--- src/design/dht_pkg.sv ---
// ----------------------------------------------------------------------------
// dht_pkg
// Types and constants of the JPEG DHT canonical code builder.
// ----------------------------------------------------------------------------
`default_nettype none

package dht_pkg;

	localparam int MAX_CODE_BITS = 16;
	localparam logic [15:0] CODE_MASK = 16'((33'd1 << MAX_CODE_BITS) - 33'd1);
	localparam logic [3:0] LAST_POS = 4'd15;
	localparam int NUM_LENGTHS = 16;

	typedef enum logic [2:0] {
		PH_IDLE,
		PH_LENLO,
		PH_HEAD,
		PH_COUNT,
		PH_SYM
	} phase_t;

	typedef struct packed {
		logic [7:0] data_byte;
		logic       segment_start;
	} seg_word_t;

	typedef struct packed {
		logic [3:0]  table_class;
		logic [3:0]  table_number;
		logic [7:0]  symbol;
		logic [15:0] code_word;
		logic [4:0]  code_length;
		logic [15:0] length_mask;
		logic [11:0] symbol_index;
		logic        segment_end;
		logic        length_error;
	} res_word_t;

endpackage

`default_nettype wire

--- src/design/jpeg_dht_canonical_code_builder.sv ---
// The block reads a JPEG DHT segment one byte per cycle and gives one code word per
// symbol byte, or an error word when the segment length runs out inside a table.
// Every accepted byte is parsed in the cycle it is taken; its word, if any, is written to
// the result register, or to the skid register while the result side stalls. A two-entry
// output buffer (result register plus skid register) holds one extra word while the result
// side stalls. The input stalls only while the skid register is full, so bytes keep
// flowing at one per cycle until a second word waits behind a stalled one.
// ----------------------------------------------------------------------------
// jpeg_dht_canonical_code_builder
// Parses DHT length, header and count bytes and assigns canonical Huffman codes.
// ----------------------------------------------------------------------------
`default_nettype none

module jpeg_dht_canonical_code_builder
	import dht_pkg::*;
(
	input  wire logic      clk,
	input  wire logic      arst_n,
	input  wire logic      seg_valid,
	output logic           seg_stall,
	input  wire seg_word_t seg_word,
	output logic           res_valid,
	input  wire logic      res_stall,
	output res_word_t      res_word
);

	phase_t      phase_q, phase_d;
	logic [15:0] left_q, left_d;
	logic [3:0]  pos_q, pos_d;
	logic [4:0]  len_q, len_d;
	logic [7:0]  sleft_q, sleft_d;
	logic [15:0] code_q, code_d;
	logic [11:0] emit_q, emit_d;
	logic [3:0]  cls_q, cls_d;
	logic [3:0]  num_q, num_d;

	logic [7:0]  counts_q [NUM_LENGTHS];
	logic [15:0] nz_q;

	logic        acc;
	logic [7:0]  b;
	logic        cnt_we;
	logic        r_v;
	logic        r_fail;
	logic [7:0]  r_sym;
	logic [15:0] r_code;
	logic [4:0]  r_len;
	logic [11:0] r_idx;
	logic        r_end;
	logic        r_err;
	res_word_t   r_w;
	logic [16:0] r_lm;

	logic [4:0]  start_bit;
	logic [15:0] nz_now;
	logic [16:0] low_mask;
	logic [15:0] cand;
	logic        found;
	logic [3:0]  pick;
	logic [4:0]  pick_len;
	logic [7:0]  pick_cnt;
	logic [15:0] left_dec;
	logic [15:0] full_len;
	logic [7:0]  sleft_dec;
	logic [15:0] code_inc;
	logic [3:0]  shamt;

	logic        res_valid_q;
	res_word_t   res_q;
	logic        skid_valid_q;
	res_word_t   skid_q;
	logic        out_free;

	assign acc = seg_valid && !seg_stall;
	assign b   = seg_word.data_byte;

	always_comb begin
		start_bit = (phase_q == PH_COUNT) ? 5'd0 : len_q;
		nz_now    = nz_q;
		if (phase_q == PH_COUNT) begin
			nz_now[LAST_POS] = (b != 8'd0);
		end
		low_mask = (17'd1 << start_bit) - 17'd1;
		cand     = nz_now & ~low_mask[15:0];
		found    = 1'b0;
		pick     = 4'd0;
		for (int i = NUM_LENGTHS - 1; i >= 0; i--) begin
			if (cand[i]) begin
				found = 1'b1;
				pick  = 4'(i);
			end
		end
		pick_len = {1'b0, pick} + 5'd1;
		pick_cnt = (phase_q == PH_COUNT && pick == LAST_POS) ? b : counts_q[pick];
		shamt    = 4'(pick_len - len_q);
	end

	always_comb begin
		phase_d  = phase_q;
		left_d   = left_q;
		pos_d    = pos_q;
		len_d    = len_q;
		sleft_d  = sleft_q;
		code_d   = code_q;
		emit_d   = emit_q;
		cls_d    = cls_q;
		num_d    = num_q;
		cnt_we   = 1'b0;
		r_v      = 1'b0;
		r_fail   = 1'b0;
		r_sym    = 8'd0;
		r_code   = 16'd0;
		r_len    = 5'd0;
		r_idx    = 12'd0;
		r_end    = 1'b0;
		r_err    = 1'b0;
		left_dec = (left_q == 16'd0) ? 16'd0 : left_q - 16'd1;
		full_len = {left_q[15:8], b};
		sleft_dec = (sleft_q != 8'd0) ? sleft_q - 8'd1 : 8'd0;
		code_inc = (code_q + 16'd1) & CODE_MASK;

		if (seg_word.segment_start) begin
			left_d  = {b, 8'd0};
			phase_d = PH_LENLO;
		end else begin
			unique case (phase_q)
				PH_LENLO: begin
					if (full_len < 16'd2) begin
						r_fail = 1'b1;
					end else begin
						left_d  = full_len - 16'd2;
						phase_d = (full_len == 16'd2) ? PH_IDLE : PH_HEAD;
					end
				end
				PH_HEAD: begin
					cls_d = b[7:4];
					num_d = b[3:0];
					pos_d = 4'd0;
					if (left_q <= 16'd1) begin
						r_fail = 1'b1;
					end else begin
						left_d  = left_q - 16'd1;
						phase_d = PH_COUNT;
					end
				end
				PH_COUNT: begin
					cnt_we = 1'b1;
					left_d = left_dec;
					if (pos_q != LAST_POS) begin
						pos_d = pos_q + 4'd1;
						if (left_dec == 16'd0) begin
							r_fail = 1'b1;
						end
					end else if (!found) begin
						phase_d = (left_dec == 16'd0) ? PH_IDLE : PH_HEAD;
					end else if (left_dec == 16'd0) begin
						r_fail = 1'b1;
					end else begin
						len_d   = pick_len;
						sleft_d = pick_cnt;
						code_d  = 16'd0;
						emit_d  = 12'd0;
						phase_d = PH_SYM;
					end
				end
				PH_SYM: begin
					r_v     = 1'b1;
					r_sym   = b;
					r_code  = code_q & CODE_MASK;
					r_len   = len_q;
					r_idx   = emit_q;
					emit_d  = emit_q + 12'd1;
					code_d  = code_inc;
					left_d  = left_dec;
					sleft_d = sleft_dec;
					if (sleft_dec == 8'd0 && found) begin
						code_d  = 16'(code_inc << shamt) & CODE_MASK;
						len_d   = pick_len;
						sleft_d = pick_cnt;
					end
					if (left_dec == 16'd0) begin
						phase_d = PH_IDLE;
						r_end   = 1'b1;
						r_err   = !(sleft_dec == 8'd0 && !found);
					end else if (sleft_dec == 8'd0 && !found) begin
						phase_d = PH_HEAD;
					end
				end
				default: begin
					phase_d = PH_IDLE;
				end
			endcase
			if (r_fail) begin
				phase_d = PH_IDLE;
				left_d  = 16'd0;
				r_v     = 1'b1;
				r_end   = 1'b1;
				r_err   = 1'b1;
			end
		end

		r_lm = (17'd1 << r_len) - 17'd1;
		r_w.table_class  = cls_d;
		r_w.table_number = num_d;
		r_w.symbol       = r_sym;
		r_w.code_word    = r_code;
		r_w.code_length  = r_len;
		r_w.length_mask  = r_lm[15:0];
		r_w.symbol_index = r_idx;
		r_w.segment_end  = r_end;
		r_w.length_error = r_err;
	end

	always_ff @(posedge clk or negedge arst_n) begin
		if (!arst_n) begin
			phase_q <= PH_IDLE;
			left_q  <= 16'd0;
			pos_q   <= 4'd0;
			len_q   <= 5'd1;
			sleft_q <= 8'd0;
			code_q  <= 16'd0;
			emit_q  <= 12'd0;
			cls_q   <= 4'd0;
			num_q   <= 4'd0;
		end else if (acc) begin
			phase_q <= phase_d;
			left_q  <= left_d;
			pos_q   <= pos_d;
			len_q   <= len_d;
			sleft_q <= sleft_d;
			code_q  <= code_d;
			emit_q  <= emit_d;
			cls_q   <= cls_d;
			num_q   <= num_d;
		end
	end

	always_ff @(posedge clk) begin
		if (acc && cnt_we) begin
			counts_q[pos_q] <= b;
			nz_q[pos_q]     <= (b != 8'd0);
		end
	end

	// result register plus skid stage
	assign out_free  = !res_valid_q || !res_stall;
	assign seg_stall = skid_valid_q;
	assign res_valid = res_valid_q;
	assign res_word  = res_q;

	always_ff @(posedge clk or negedge arst_n) begin
		if (!arst_n) begin
			res_valid_q  <= 1'b0;
			skid_valid_q <= 1'b0;
		end else if (out_free) begin
			if (skid_valid_q) begin
				res_valid_q  <= 1'b1;
				skid_valid_q <= 1'b0;
			end else begin
				res_valid_q <= acc && r_v;
			end
		end else if (acc && r_v) begin
			skid_valid_q <= 1'b1;
		end
	end

	always_ff @(posedge clk) begin
		if (out_free) begin
			if (skid_valid_q) begin
				res_q <= skid_q;
			end else if (acc && r_v) begin
				res_q <= r_w;
			end
		end else if (acc && r_v) begin
			skid_q <= r_w;
		end
	end

endmodule

`default_nettype wire

--- config.mk ---
export PLATFORM = sky130hd
export DESIGN_NAME = jpeg_dht_canonical_code_builder
export DESIGN_NICKNAME = d
export VERILOG_FILES = /design/src/design/dht_pkg.sv /design/src/design/jpeg_dht_canonical_code_builder.sv
export SDC_FILE = /design/constraint.sdc
export NUM_CORES = 1
export LEC_CHECK = 0
export BUFFER_PORTS_ARGS = -buffer_cell sky130_fd_sc_hd__buf_2
export CORE_ASPECT_RATIO = 1.4
export CORE_MARGIN = 2
export CORE_UTILIZATION = 30
export CTS_BUF_LIST = sky130_fd_sc_hd__clkbuf_2
export DETAILED_ROUTE_END_ITERATION = 7
export SKIP_CTS_REPAIR_TIMING = 1
export SYNTH_ARGS = -nofsm -noshare
export SYNTH_HDL_FRONTEND = slang
export SYNTH_SLANG_ARGS = --single-unit
--- constraint.sdc ---
create_clock -name clk -period 20.9 [get_ports clk]
set_input_delay 2.09 -clock clk [delete_from_list [all_inputs] [get_ports clk]]
set_output_delay 2.09 -clock clk [all_outputs]
set_load 0.05 [all_outputs]
Word-level counts from Yosys, hierarchy flattened. Memory sizes are Yosys's and may differ from the RTL's. Cells that the tools add are included.

Output and inout bits: 69. RAM bits: 128. Bits in registers: 224. Memories: 1. Bits of input ports: 13.

Memories: counts_q (words 16, width 8, read ports 1, clocked after Yosys merged registers in 0, wr ports 1, line jpeg_dht_canonical_code_builder.sv:37) `logic [7:0] counts_q [NUM_LENGTHS];`.

Eq/ne operators: 17. Bitwise logic cells: 4. Order comparisons: 4. Shift-type cells: 3. Muxes and demuxes: 116. Reduce and logical (&&, ||, !) cells: 31. Add/subtract/negate cells: 10.

Operators by type and width (number): two-way mux 16 bit (11); two-way mux 67 bit (2); two-way mux 4 bit (21); two-way mux 8 bit (8); two-way mux 12 bit (5); case mux 16 bit (3 select lines) (1); subtractor 16 x 1 -> 16 bit, second input constant (3); two-way mux 1 bit (41); two-way mux 5 bit (7); logical NOT 16 bit (2); case mux 16 bit (2 select lines) (1); << shifter 1 x 5 -> 16 bit, first input constant (2); two-way mux 3 bit (9); case mux 12 bit (2 select lines) (1); adder 16 x 1 -> 16 bit, second input constant (1); AND 16 bit (1); bitwise mux 16 bit (1); equality test 16 x 2 -> 1 bit, second input constant (1); <= comparator 16 x 1 -> 1 bit, second input constant (1); less-than comparator 16 x 2 -> 1 bit, second input constant (1); inverter 16 bit (1); case mux 8 bit (2 select lines) (1); nonzero test 8 bit (2); << shifter 16 x 4 -> 16 bit (1); 36 further kinds (60).

Logic depth before layout (Yosys ltp). Gate-level depths: netlist (run 1).

Word-level depth: 31. Mapped depth: 27.

Worst setup path before layout (run 1). Ideal clock, no wire load.

Path kind: input-to-reg. Start: input port seg_word[5] in the netlist's numbering. End: register res_q, in the netlist res_word[0] (enable). Path buffers: 2. Slack: 13.152 ns. Data required time: 20.386 ns. Setup time: 0.514 ns. Data arrival time: 7.234 ns. Stages on the path: 12. Cells stage by stage: clkbuf_1 -> nor4_1 -> nand3b_1 -> a21o_1 -> or4_4 -> or3_1 -> buf_6 -> nor2_8 -> o31ai_1 -> o21a_1 -> nor2_1 -> a21oi_1.

Cells in the longest elaborated chain, start to end: 28. Elaborated cells between the ends (all ways): 30.

Ends and longest elaborated chain: from (decl) (line jpeg_dht_canonical_code_builder.sv:21) `input wire seg_word_t seg_word,`; nonzero test 8 bit (line jpeg_dht_canonical_code_builder.sv:81) `nz_now[LAST_POS] = (b != 8'd0);`; two-way mux 1 bit (line jpeg_dht_canonical_code_builder.sv:80) `if (phase_q == PH_COUNT) begin`; AND 16 bit (line jpeg_dht_canonical_code_builder.sv:84) `cand = nz_now & ~low_mask[15:0];`; two-way mux 1 bit (16 in a row) (line jpeg_dht_canonical_code_builder.sv:88) `if (cand[i]) begin`; two-way mux 1 bit (line jpeg_dht_canonical_code_builder.sv:154) `end else if (!found) begin`; two-way mux 1 bit (line jpeg_dht_canonical_code_builder.sv:149) `if (pos_q != LAST_POS) begin`; case mux 1 bit (3 select lines) * (line jpeg_dht_canonical_code_builder.sv:126) `unique case (phase_q)`; two-way mux 1 bit * (line jpeg_dht_canonical_code_builder.sv:122) `if (seg_word.segment_start) begin`; two-way mux 1 bit * (line jpeg_dht_canonical_code_builder.sv:193) `if (r_fail) begin`; two-way mux 1 bit * (line jpeg_dht_canonical_code_builder.sv:122); logical AND 1 bit * (line jpeg_dht_canonical_code_builder.sv:271) `end else if (acc && r_v) begin`; nonzero test 2 bit (no line) *; AND reduction 2 bit (no line) *; to (signal assigned) (line jpeg_dht_canonical_code_builder.sv:270) `res_q <= skid_q;`; to (signal assigned) (line jpeg_dht_canonical_code_builder.sv:272) `res_q <= r_w;`; to (decl) (line jpeg_dht_canonical_code_builder.sv:69) `res_word_t res_q;`.

Mark *: on every way between the ends. The rest lies on a longest branch, timed or not. The select of a mux whose other input is x is not followed. A chain may end at the register's enable or synchronous reset.

Worst setup path after layout (run 1).
Start: register len_q[3]. End: register code_q[15].

Cells in the longest elaborated chain, start to end: 26. Elaborated cells between the ends (all ways): 45.

Ends and longest elaborated chain: from (decl) (line jpeg_dht_canonical_code_builder.sv:30) `logic [4:0] len_q, len_d;`; from (signal assigned) (line jpeg_dht_canonical_code_builder.sv:229) `len_q <= len_d;`; two-way mux 5 bit * (line jpeg_dht_canonical_code_builder.sv:78) `start_bit = (phase_q == PH_COUNT) ? 5'd0 : len_q;`; << shifter 1 x 5 -> 16 bit * (line jpeg_dht_canonical_code_builder.sv:83) `low_mask = (17'd1 << start_bit) - 17'd1;`; subtractor 16 x 1 -> 16 bit * (line jpeg_dht_canonical_code_builder.sv:83); inverter 16 bit * (line jpeg_dht_canonical_code_builder.sv:84); AND 16 bit * (line jpeg_dht_canonical_code_builder.sv:84); two-way mux 4 bit (15 in a row) (line jpeg_dht_canonical_code_builder.sv:88); two-way mux 4 bit * (line jpeg_dht_canonical_code_builder.sv:88); adder 4 x 1 -> 5 bit * (line jpeg_dht_canonical_code_builder.sv:93) `pick_len = {1'b0, pick} + 5'd1;`; net pick_len[1] (line jpeg_dht_canonical_code_builder.sv:60) `logic [4:0] pick_len;`; subtractor 4 bit * (line jpeg_dht_canonical_code_builder.sv:95) `shamt = 4'(pick_len - len_q);`; << shifter 16 x 4 -> 16 bit * (line jpeg_dht_canonical_code_builder.sv:177) `code_d = 16'(code_inc << shamt) & CODE_MASK;`; two-way mux 16 bit * (line jpeg_dht_canonical_code_builder.sv:176) `if (sleft_dec == 8'd0 && found) begin`; case mux 16 bit (2 select lines) * (line jpeg_dht_canonical_code_builder.sv:126); to (signal assigned) (line jpeg_dht_canonical_code_builder.sv:231) `code_q <= code_d;`; to (decl) (line jpeg_dht_canonical_code_builder.sv:32) `logic [15:0] code_q, code_d;`.

The timed path passes the listed nets; every way through them passes the cells marked *.

==> results of run 1 <==
-- cells in the final DEF (no fill, tap or decap), types with 11 or more instances in the layout --
cell      instances
o211ai_1         16
xnor2_1          22
nand4_1          11
and2_1           38
nand2_1         151
nor4_1           14
mux2i_1          37
clkbuf_2        139
inv_1            49
or3_1            11
ha_1             17
dfrtp_1          72
a21oi_1          75
o21ai_0          97
nor2_1          113
nor3_1           33
buf_4            30
buf_2            80
o31ai_1          25
xor2_1           22
nand2b_1         21
clkinv_1         12
mux2_2           78
edfxtp_1        278
nand3_1          57
a31oi_1          22
a22oi_1          18
-- cell usage after synthesis, types with 4 or more instances --
library cell / count
buf_1: 9
and4_1: 4
xor2_1: 22
a31oi_1: 22
a211oi_1: 5
o221ai_1: 5
and2_1: 38
nand2_1: 151
nand3b_1: 4
o41ai_1: 5
or2_2: 6
inv_1: 49
nand4_1: 11
nand2b_1: 21
dfrtp_1: 73
nor3b_1: 5
xnor2_1: 22
ha_1: 17
mux2_2: 78
clkbuf_1: 72
o211ai_1: 16
nor2_1: 114
a2111oi_0: 9
a22oi_1: 18
edfxtp_1: 278
and3_1: 10
or3_1: 11
o31ai_1: 25
buf_2: 7
nand3_1: 57
a21boi_0: 6
mux2i_1: 37
a32oi_1: 10
or3b_2: 5
o21ai_0: 97
or4_1: 9
o21a_1: 9
a22o_1: 8
a21oi_1: 76
nor3_1: 37
nor4_1: 15
-- state kept, by name (all words and copies together), names as in the netlist --
name and flops:
nz_q 16, phase_q 3, sleft_q 8, seg_stall 1, len_q 5, cls_q 4, pos_q 4, counts_q 128
num_q 4, code_q 16, emit_q 12, res_word 67, left_q 16, skid_q 67, res_valid 1
-- worst max-delay path, cell delays in order (launching register included) --
cell       delay (ns)
dfrtp_1          0.66
or2_1            0.51
o21ai_0          0.61
inv_1            0.10
ha_1             0.33
nand2b_1         0.21
or4_1            0.54
nand3_1          0.16
o2111ai_1        0.15
nand4b_1         0.31
a32oi_4          0.66
ha_1             0.30
inv_1            0.07
fa_1             0.89
inv_1            0.35
mux2i_1          0.28
nand2_1          0.07
o21ai_0          0.17
mux2i_1          0.13
a221o_1          0.35
-- through the flow --
| step | hold slack, ns | std cells | instance area [µm²] |
|---|---|---|---|
| after global routing | 0.531 | 2456 | 19600 |
| after detailed placement | 0.496 | 2293 | 18700 |
| after CTS | 0.516 | 2455 | 19600 |
| final | 0.513 | 2456 | 19600 |
| after global placement | 0.483 | 2293 | 18700 |
| after floorplan | 0.475 | 1532 | 17400 |
-- worst min path at each step --
stage          slack [ns]      from  cells after the start  endpoint
6_report             0.51  cls_q[3]                      1  cls_q[3]
5_1_grt              0.53  num_q[0]                      1  num_q[0]
2_1_floorplan        0.48  cls_q[0]                      1  cls_q[0]
4_1_cts              0.52  cls_q[3]                      1  cls_q[3]
3_3_place_gp         0.48  num_q[1]                      1  num_q[1]
3_5_place_dp         0.50  num_q[1]                      1  num_q[1]
-- cells by family after synthesis --
| logic type | Yosys count |
|---|---|
| muxes | 117 |
| xor gates and xnor gates | 44 |
| adders and majority gates | 18 |
| DFF | 352 |
| buffers and inverters | 141 |
| and+or+nand+nor | 512 |
| AOI/OAI and AO/OA | 348 |
-- cell type report --
cell class | instances | area (µm²)
clock buffers | 139 | 696
multi-input cells | 1039 | 6750
inverters | 50 | 188
well taps | 742 | 928
diodes | 1 | 2.50
clock inverters | 23 | 163
flip-flops and latches | 352 | 10200
fillers | 5774 | 38000
repair buffers | 110 | 626
-- power breakdown --
| part | internal, µW | switching, µW |
|---|---|---|
| logic | 320 | 563 |
| clock network | 202 | 286 |
| registers | 788 | 54.9 |
-- layer usage --
layer	track usage (%)	part of all wire, %
met3	2.75	5.5
met4	8.05	3.8
met2	27.4	50
met1	18.9	41
met5	0	0
==> metrics.md, run 1 <==
| Metric | Value |
|---|---|
| Max IR drop VDD | 0.0000775 V |
| CTS buffer count | 88 |
| CTS Sinks | about 350 |
| Status | finished, final reports clean |
| IO buf count | 81 |
| Mean Syn Cell Area | 11.4 µm² |
| Critical path class | reg -> reg |
| Worst setup path startpoint | len_q[3] |
| Worst Setup EP | code_q[15] |
| Post-Syn Area | between 15000 and 20000 µm² |
| Slew HR | approximately a fifth |
| Register area share after synthesis | between 50% and 60% |
| Antenna violations before repair | 1 |
| Post-synth EDFFs | 278 |
| Total global-route track usage | 15.8% |
| Post-layout min period | 6.97 ns |
| Adder-cell share of the synthesized area | 1.34% |
| Startpoint types | flip-flop |
| Async SR Flop Fraction | a little over a fifth |
| Total routed wirelength | about 48000 µm |
| CTS tree | done |
| Synthesized Nets | between 1500 and 2000 |
| Clk slew on worst S/H paths | ~0.12 ns |
| Final hold viol count | 0 |
| Reg2Reg Setup Slack | approximately 14 ns |
| Top FF cell, synth | edfxtp_1 |
| Mux contribution to synthesized area | about 7.4% |
| FF-to-FF path depth | 19 |
| CTS Buffer Depth | 3 |
| Cell count after synthesis | around 1500 |
| Post-synthesis compound-gate area fraction | 12.9% |
| Initial Util | 30.3% |
| Layout cell share with drive strength beyond 1 | 21.8% |
| Class of the worst hold path | reg -> reg |
| Vias in the first global route | about 13000 |
| Root Driver | clkbuf_2 |
| Die Wd | between 200 and 250 µm |
| Measured slew at the worst slew-check pin | between 1 and 1.5 ns |
| Post-Synth XOR/XNOR Area | 2.21% |
| Yosys warns | 0 |
| DRC | 0 |
| CP max FO | 19 |
| I/O Pins | just over 80 |
| Crit. End Element | flip-flop |
| Detail-routed net length per standard cell | between 15 and 20 µm |
| Area share of the largest cell type after synthesis | 47.9% |
| Unique masters post-synth | 81 |
| Rows | 104 |
| RSZ-0062 raised after global routing | false |
| Total grt overflow | 0 |
| Iter 0 DRT Violations | 1078 |
| Clock Skew | about 0.12 ns |
| Cell Pwr Density | roughly 110 nW/µm² |
| Post-synthesis simple-gate area fraction | 14.4% |
| Largest family of logic cells by synthesized area | simple AND/OR/NAND/NOR gates |
| Via count | between 10000 and 15000 |
| Critical path arrival | around 7.9 ns |
| Area growth from synthesis to layout | 12.2% |
| ANT nets after route | 0 |
| Die area | approximately 60000 µm² |
| Power Total | approximately 2200 µW |
| Die Ht | roughly 290 µm |
| Gpl congestion | a little over 0.9 |
| FMAX | about 140 MHz |
| Pin count of the biggest net entering global routing | 75 |
| Final slew viol count | 0 |
| Post-DP HPWL | 32500 µm |
| Pre-CTS setup slack | around 14 ns |
| Leading area contributor after synthesis | edfxtp_1 |
| Setup violators final | 0 |
| Sum of negative setup slack | 0 ns |
| CTS H-tree depth | 3 |
| Initial DRT Pass Iterations | 5 |
| First-pass GRT wire length | about 74000 µm |
| FF-to-FF Start | len_q[3] |
| Core box area | 57500 µm² |
| Seq cells post-synth | between 300 and 400 |
| Critical R2R Capture | code_q[15] |
| Avg Vias per Cell | ~5.2 |
| Leak | roughly 0.0074 µW |
| Maxcap violations | 0 |
| Fin crit share | approximately a third |
| Worst-Skew Late Latency | 1.09 ns |
| Final setup margin | 13.93 ns |
| Required time worst endpoint | between 20 and 25 ns |
| Final nets | 1672 |
| Largest cells by area after synthesis | edfxtp_1 (48%), dfrtp_1 (10%), mux2_2 (5.0%) |
| Fin util | approximately a third |
Note: power is estimated with default switching activity, not from simulation.
==> inputs of run 2 (changes only) <==
==> constraint.sdc (replaced) <==
create_clock -name clk -period 6.3 [get_ports clk]
set_input_delay 0.63 -clock clk [delete_from_list [all_inputs] [get_ports clk]]
set_output_delay 0.63 -clock clk [all_outputs]
set_load 0.05 [all_outputs]
==> run 2 against run 1 <==
  * Register-to-register slack got worse by 13 ns
  * Power rose to 3.3 times the previous value
  * Routed wire length fell by 4.0%
  * Design area barely moved
  * Clock-buffer cell count fell by 19
  * Clock skew fell by 0.018 ns
==> metrics.md, run 2 (synthesis results as in run 1) <==
| Metric | Value |
|---|---|
| Final hold viol count | 0 (unchanged) |
| Maxcap violations | 0 (unchanged) |
| Commonest non-fill, non-tap cell in the layout | edfxtp_1 |
| Crit. End Element | flip-flop |
| Total routed wirelength | 46000 µm (-4.0%) |
| CTS H-tree depth | 3 (unchanged) |
| Slowest-stage cell, CP | or4_1 |
| Gpl congestion | 0.883 (-4.4%) |
| Pin count of the biggest net entering global routing | 86 (+15%) |
| Die area | 60100 µm² (unchanged) |
| Root Driver | clkbuf_2 |
| CP max FO | 16 (-3) |
| Vias in the first global route | 12700 (-1.6%) |
| Status | finished, final reports clean |
| Via count | 12800 (-0.44%) |
| Cell Pwr Density | 371 nW/µm² (+230%) |
| Total global-route track usage | 15.1% (-0.65 points) |
| Initial DRT Pass Iterations | 5 (unchanged) |
| Startpoint types | flip-flop |
| FMAX | 174 MHz (+21%) |
| Crit path cell chain | or3_1 > o21ai_0 > buf_4 > inv_1 > ha_1 > nand2b_1 > or4_1 > nand3_1 > o2111ai_1 > nand4b_1 > a32oi_4 > ha_1 > xor2_1 > ha_1 > a21oi_1 > xnor2_1 > xnor2_1 > xor2_1 > buf_4 > nand3_1 > o21ai_0 |
| WP buf/inv | 3 (unchanged) |
| Core box area | 57500 µm² (unchanged) |
| Measured slew at the worst slew-check pin | 1.22 ns (+0.0402 ns) |
| Post-layout min period | 5.74 ns (-1.23 ns) |
| First-pass GRT wire length | 71700 µm (-3.2%) |
| Worst-Skew Late Latency | 1.00 ns (-0.09 ns) |
| Antenna violations before repair | 2 (+1) |
| Register Area | 10200 µm² (about the same) |
| Area growth from synthesis to layout | 12.3% (about the same) |
| CTS Sinks | 352 (unchanged) |
| Rows | 104 (unchanged) |
| Leak | 0.00740 µW (-0.17%) |
| CTS Buffer Depth | 3 (unchanged) |
| Sum of negative setup slack | 0 ns (unchanged) |
| Detail-routed net length per standard cell | 18.7 µm (-4.0%) |
| RSZ-0062 raised after global routing | false |
| Multi-input combinational cell area | 6740 µm² (-0.13%) |
| Setup violators final | 0 (unchanged) |
| Max reg flops | 128 (unchanged) |
| Total grt overflow | 0 (unchanged) |
| CTS buffer count | 81 (-8.0%) |
| I/O Pins | 82 (unchanged) |
| Iter 0 DRT Violations | 845 (-22%) |
| Hold Slack | 0.134 ns (-0.378 ns) |
| Slowest stage delay, CP | 0.50 ns (-0.39 ns) |
| Fin crit share | 91.2% (+58 points) |
| Top cell by count, worst path | ha_1 |
| Class of the worst hold path | in -> reg |
| Avg Vias per Cell | 5.20 (-0.44%) |
| CTS tree | done |
| DRC | 0 (unchanged) |
| Slew HR | 18.4% (-2.8 points) |
| Max IR drop VDD | 0.000197 V (+150%) |
| Initial Util | 30.3% (unchanged) |
| IO buf count | 81 (unchanged) |
| Die Wd | 208 µm (unchanged) |
| Required time worst endpoint | 7.20 ns (-14.66 ns) |
| Fin util | 34.0% (about the same) |
| Die Ht | 289 µm (unchanged) |
| Critical path class | reg -> reg |
| Critical path arrival | 6.64 ns (-1.29 ns) |
| Final slew viol count | 0 (unchanged) |
| Most frequent cells in the layout | edfxtp_1 (278), nand2_1 (151), clkbuf_2 (120), nor2_1 (113), o21ai_0 (97) |
| Clk slew on worst S/H paths | 0.12 ns (about the same) |
| Post-DP HPWL | 31900 µm (-1.8%) |
| Fillers | 5789 (+0.26%) |
| Clock Skew | 0.0995 ns (-0.0183 ns) |
| Layout cell share with drive strength beyond 1 | 21.2% (-0.53 points) |
| Biggest register | counts_q |
| Cell family with most CP delay | simple AND/OR/NAND/NOR gates |
| ANT nets after route | 0 (unchanged) |
| Final nets | 1681 (+0.54%) |
run 2: cell types whose count changed in the layout (fill, tap and decap cells not counted), moves of 3 or more:
cell,before,now
clkinv_1,12,18
clkbuf_2,139,120
buf_4,30,42
dlygate4sd3_1,0,3
clkinv_2,5,2
run 2: power breakdown:
part           internal (µW)  switching [µW]  total, µW
registers               2620             153       2770
clock network            555             909       1460
logic                   1110            1910       3020
run 2: layout make-up:
cell class | count | area share (%)
multi-input cells | 1039 | 34.4
clock inverters | 26 | 0.742
diodes | 1 | 0.0128
inverters | 50 | 0.959
well taps | 742 | 4.74
clock buffers | 120 | 3.07
flip-flops and latches | 352 | 52.1
repair buffers | 126 | 3.91
run 2: layer usage:
layer	GRT usage (%)	up-vias	routed length, µm
met1	17.3	6252	18500
met5	0	-	10
met2	27.4	404	23600
met4	7.52	2	1710
li1	-	6021	-
met3	2.64	101	2160
run 2: final timing paths:
kind                       depth (start not counted)  slack, ns   startpoint         endpoint
max                                               21       0.56     len_q[0]        code_q[3]
min                                                1       0.13  seg_word[1]  counts_q[12][0]
max reg2reg                                       21       0.56     len_q[0]        code_q[3]
min reg2reg                                        1       0.51     cls_q[2]         cls_q[2]
max in group asynchronous                          3       5.11       arst_n        seg_stall
min in group asynchronous                          3       0.40       arst_n        code_q[7]
run 2: metrics by stage:
step                      power, µW  worst slack, ns  area, µm²  instances
after floorplan                5010            0.553      17400       1532
after global placement         5780            0.623      18800       2306
after detailed placement       5810            0.574      18800       2306
after CTS                      7300            0.598      19500       2452
after global routing           7740            0.127      19600       2456
final                          7260            0.556      19600       2456
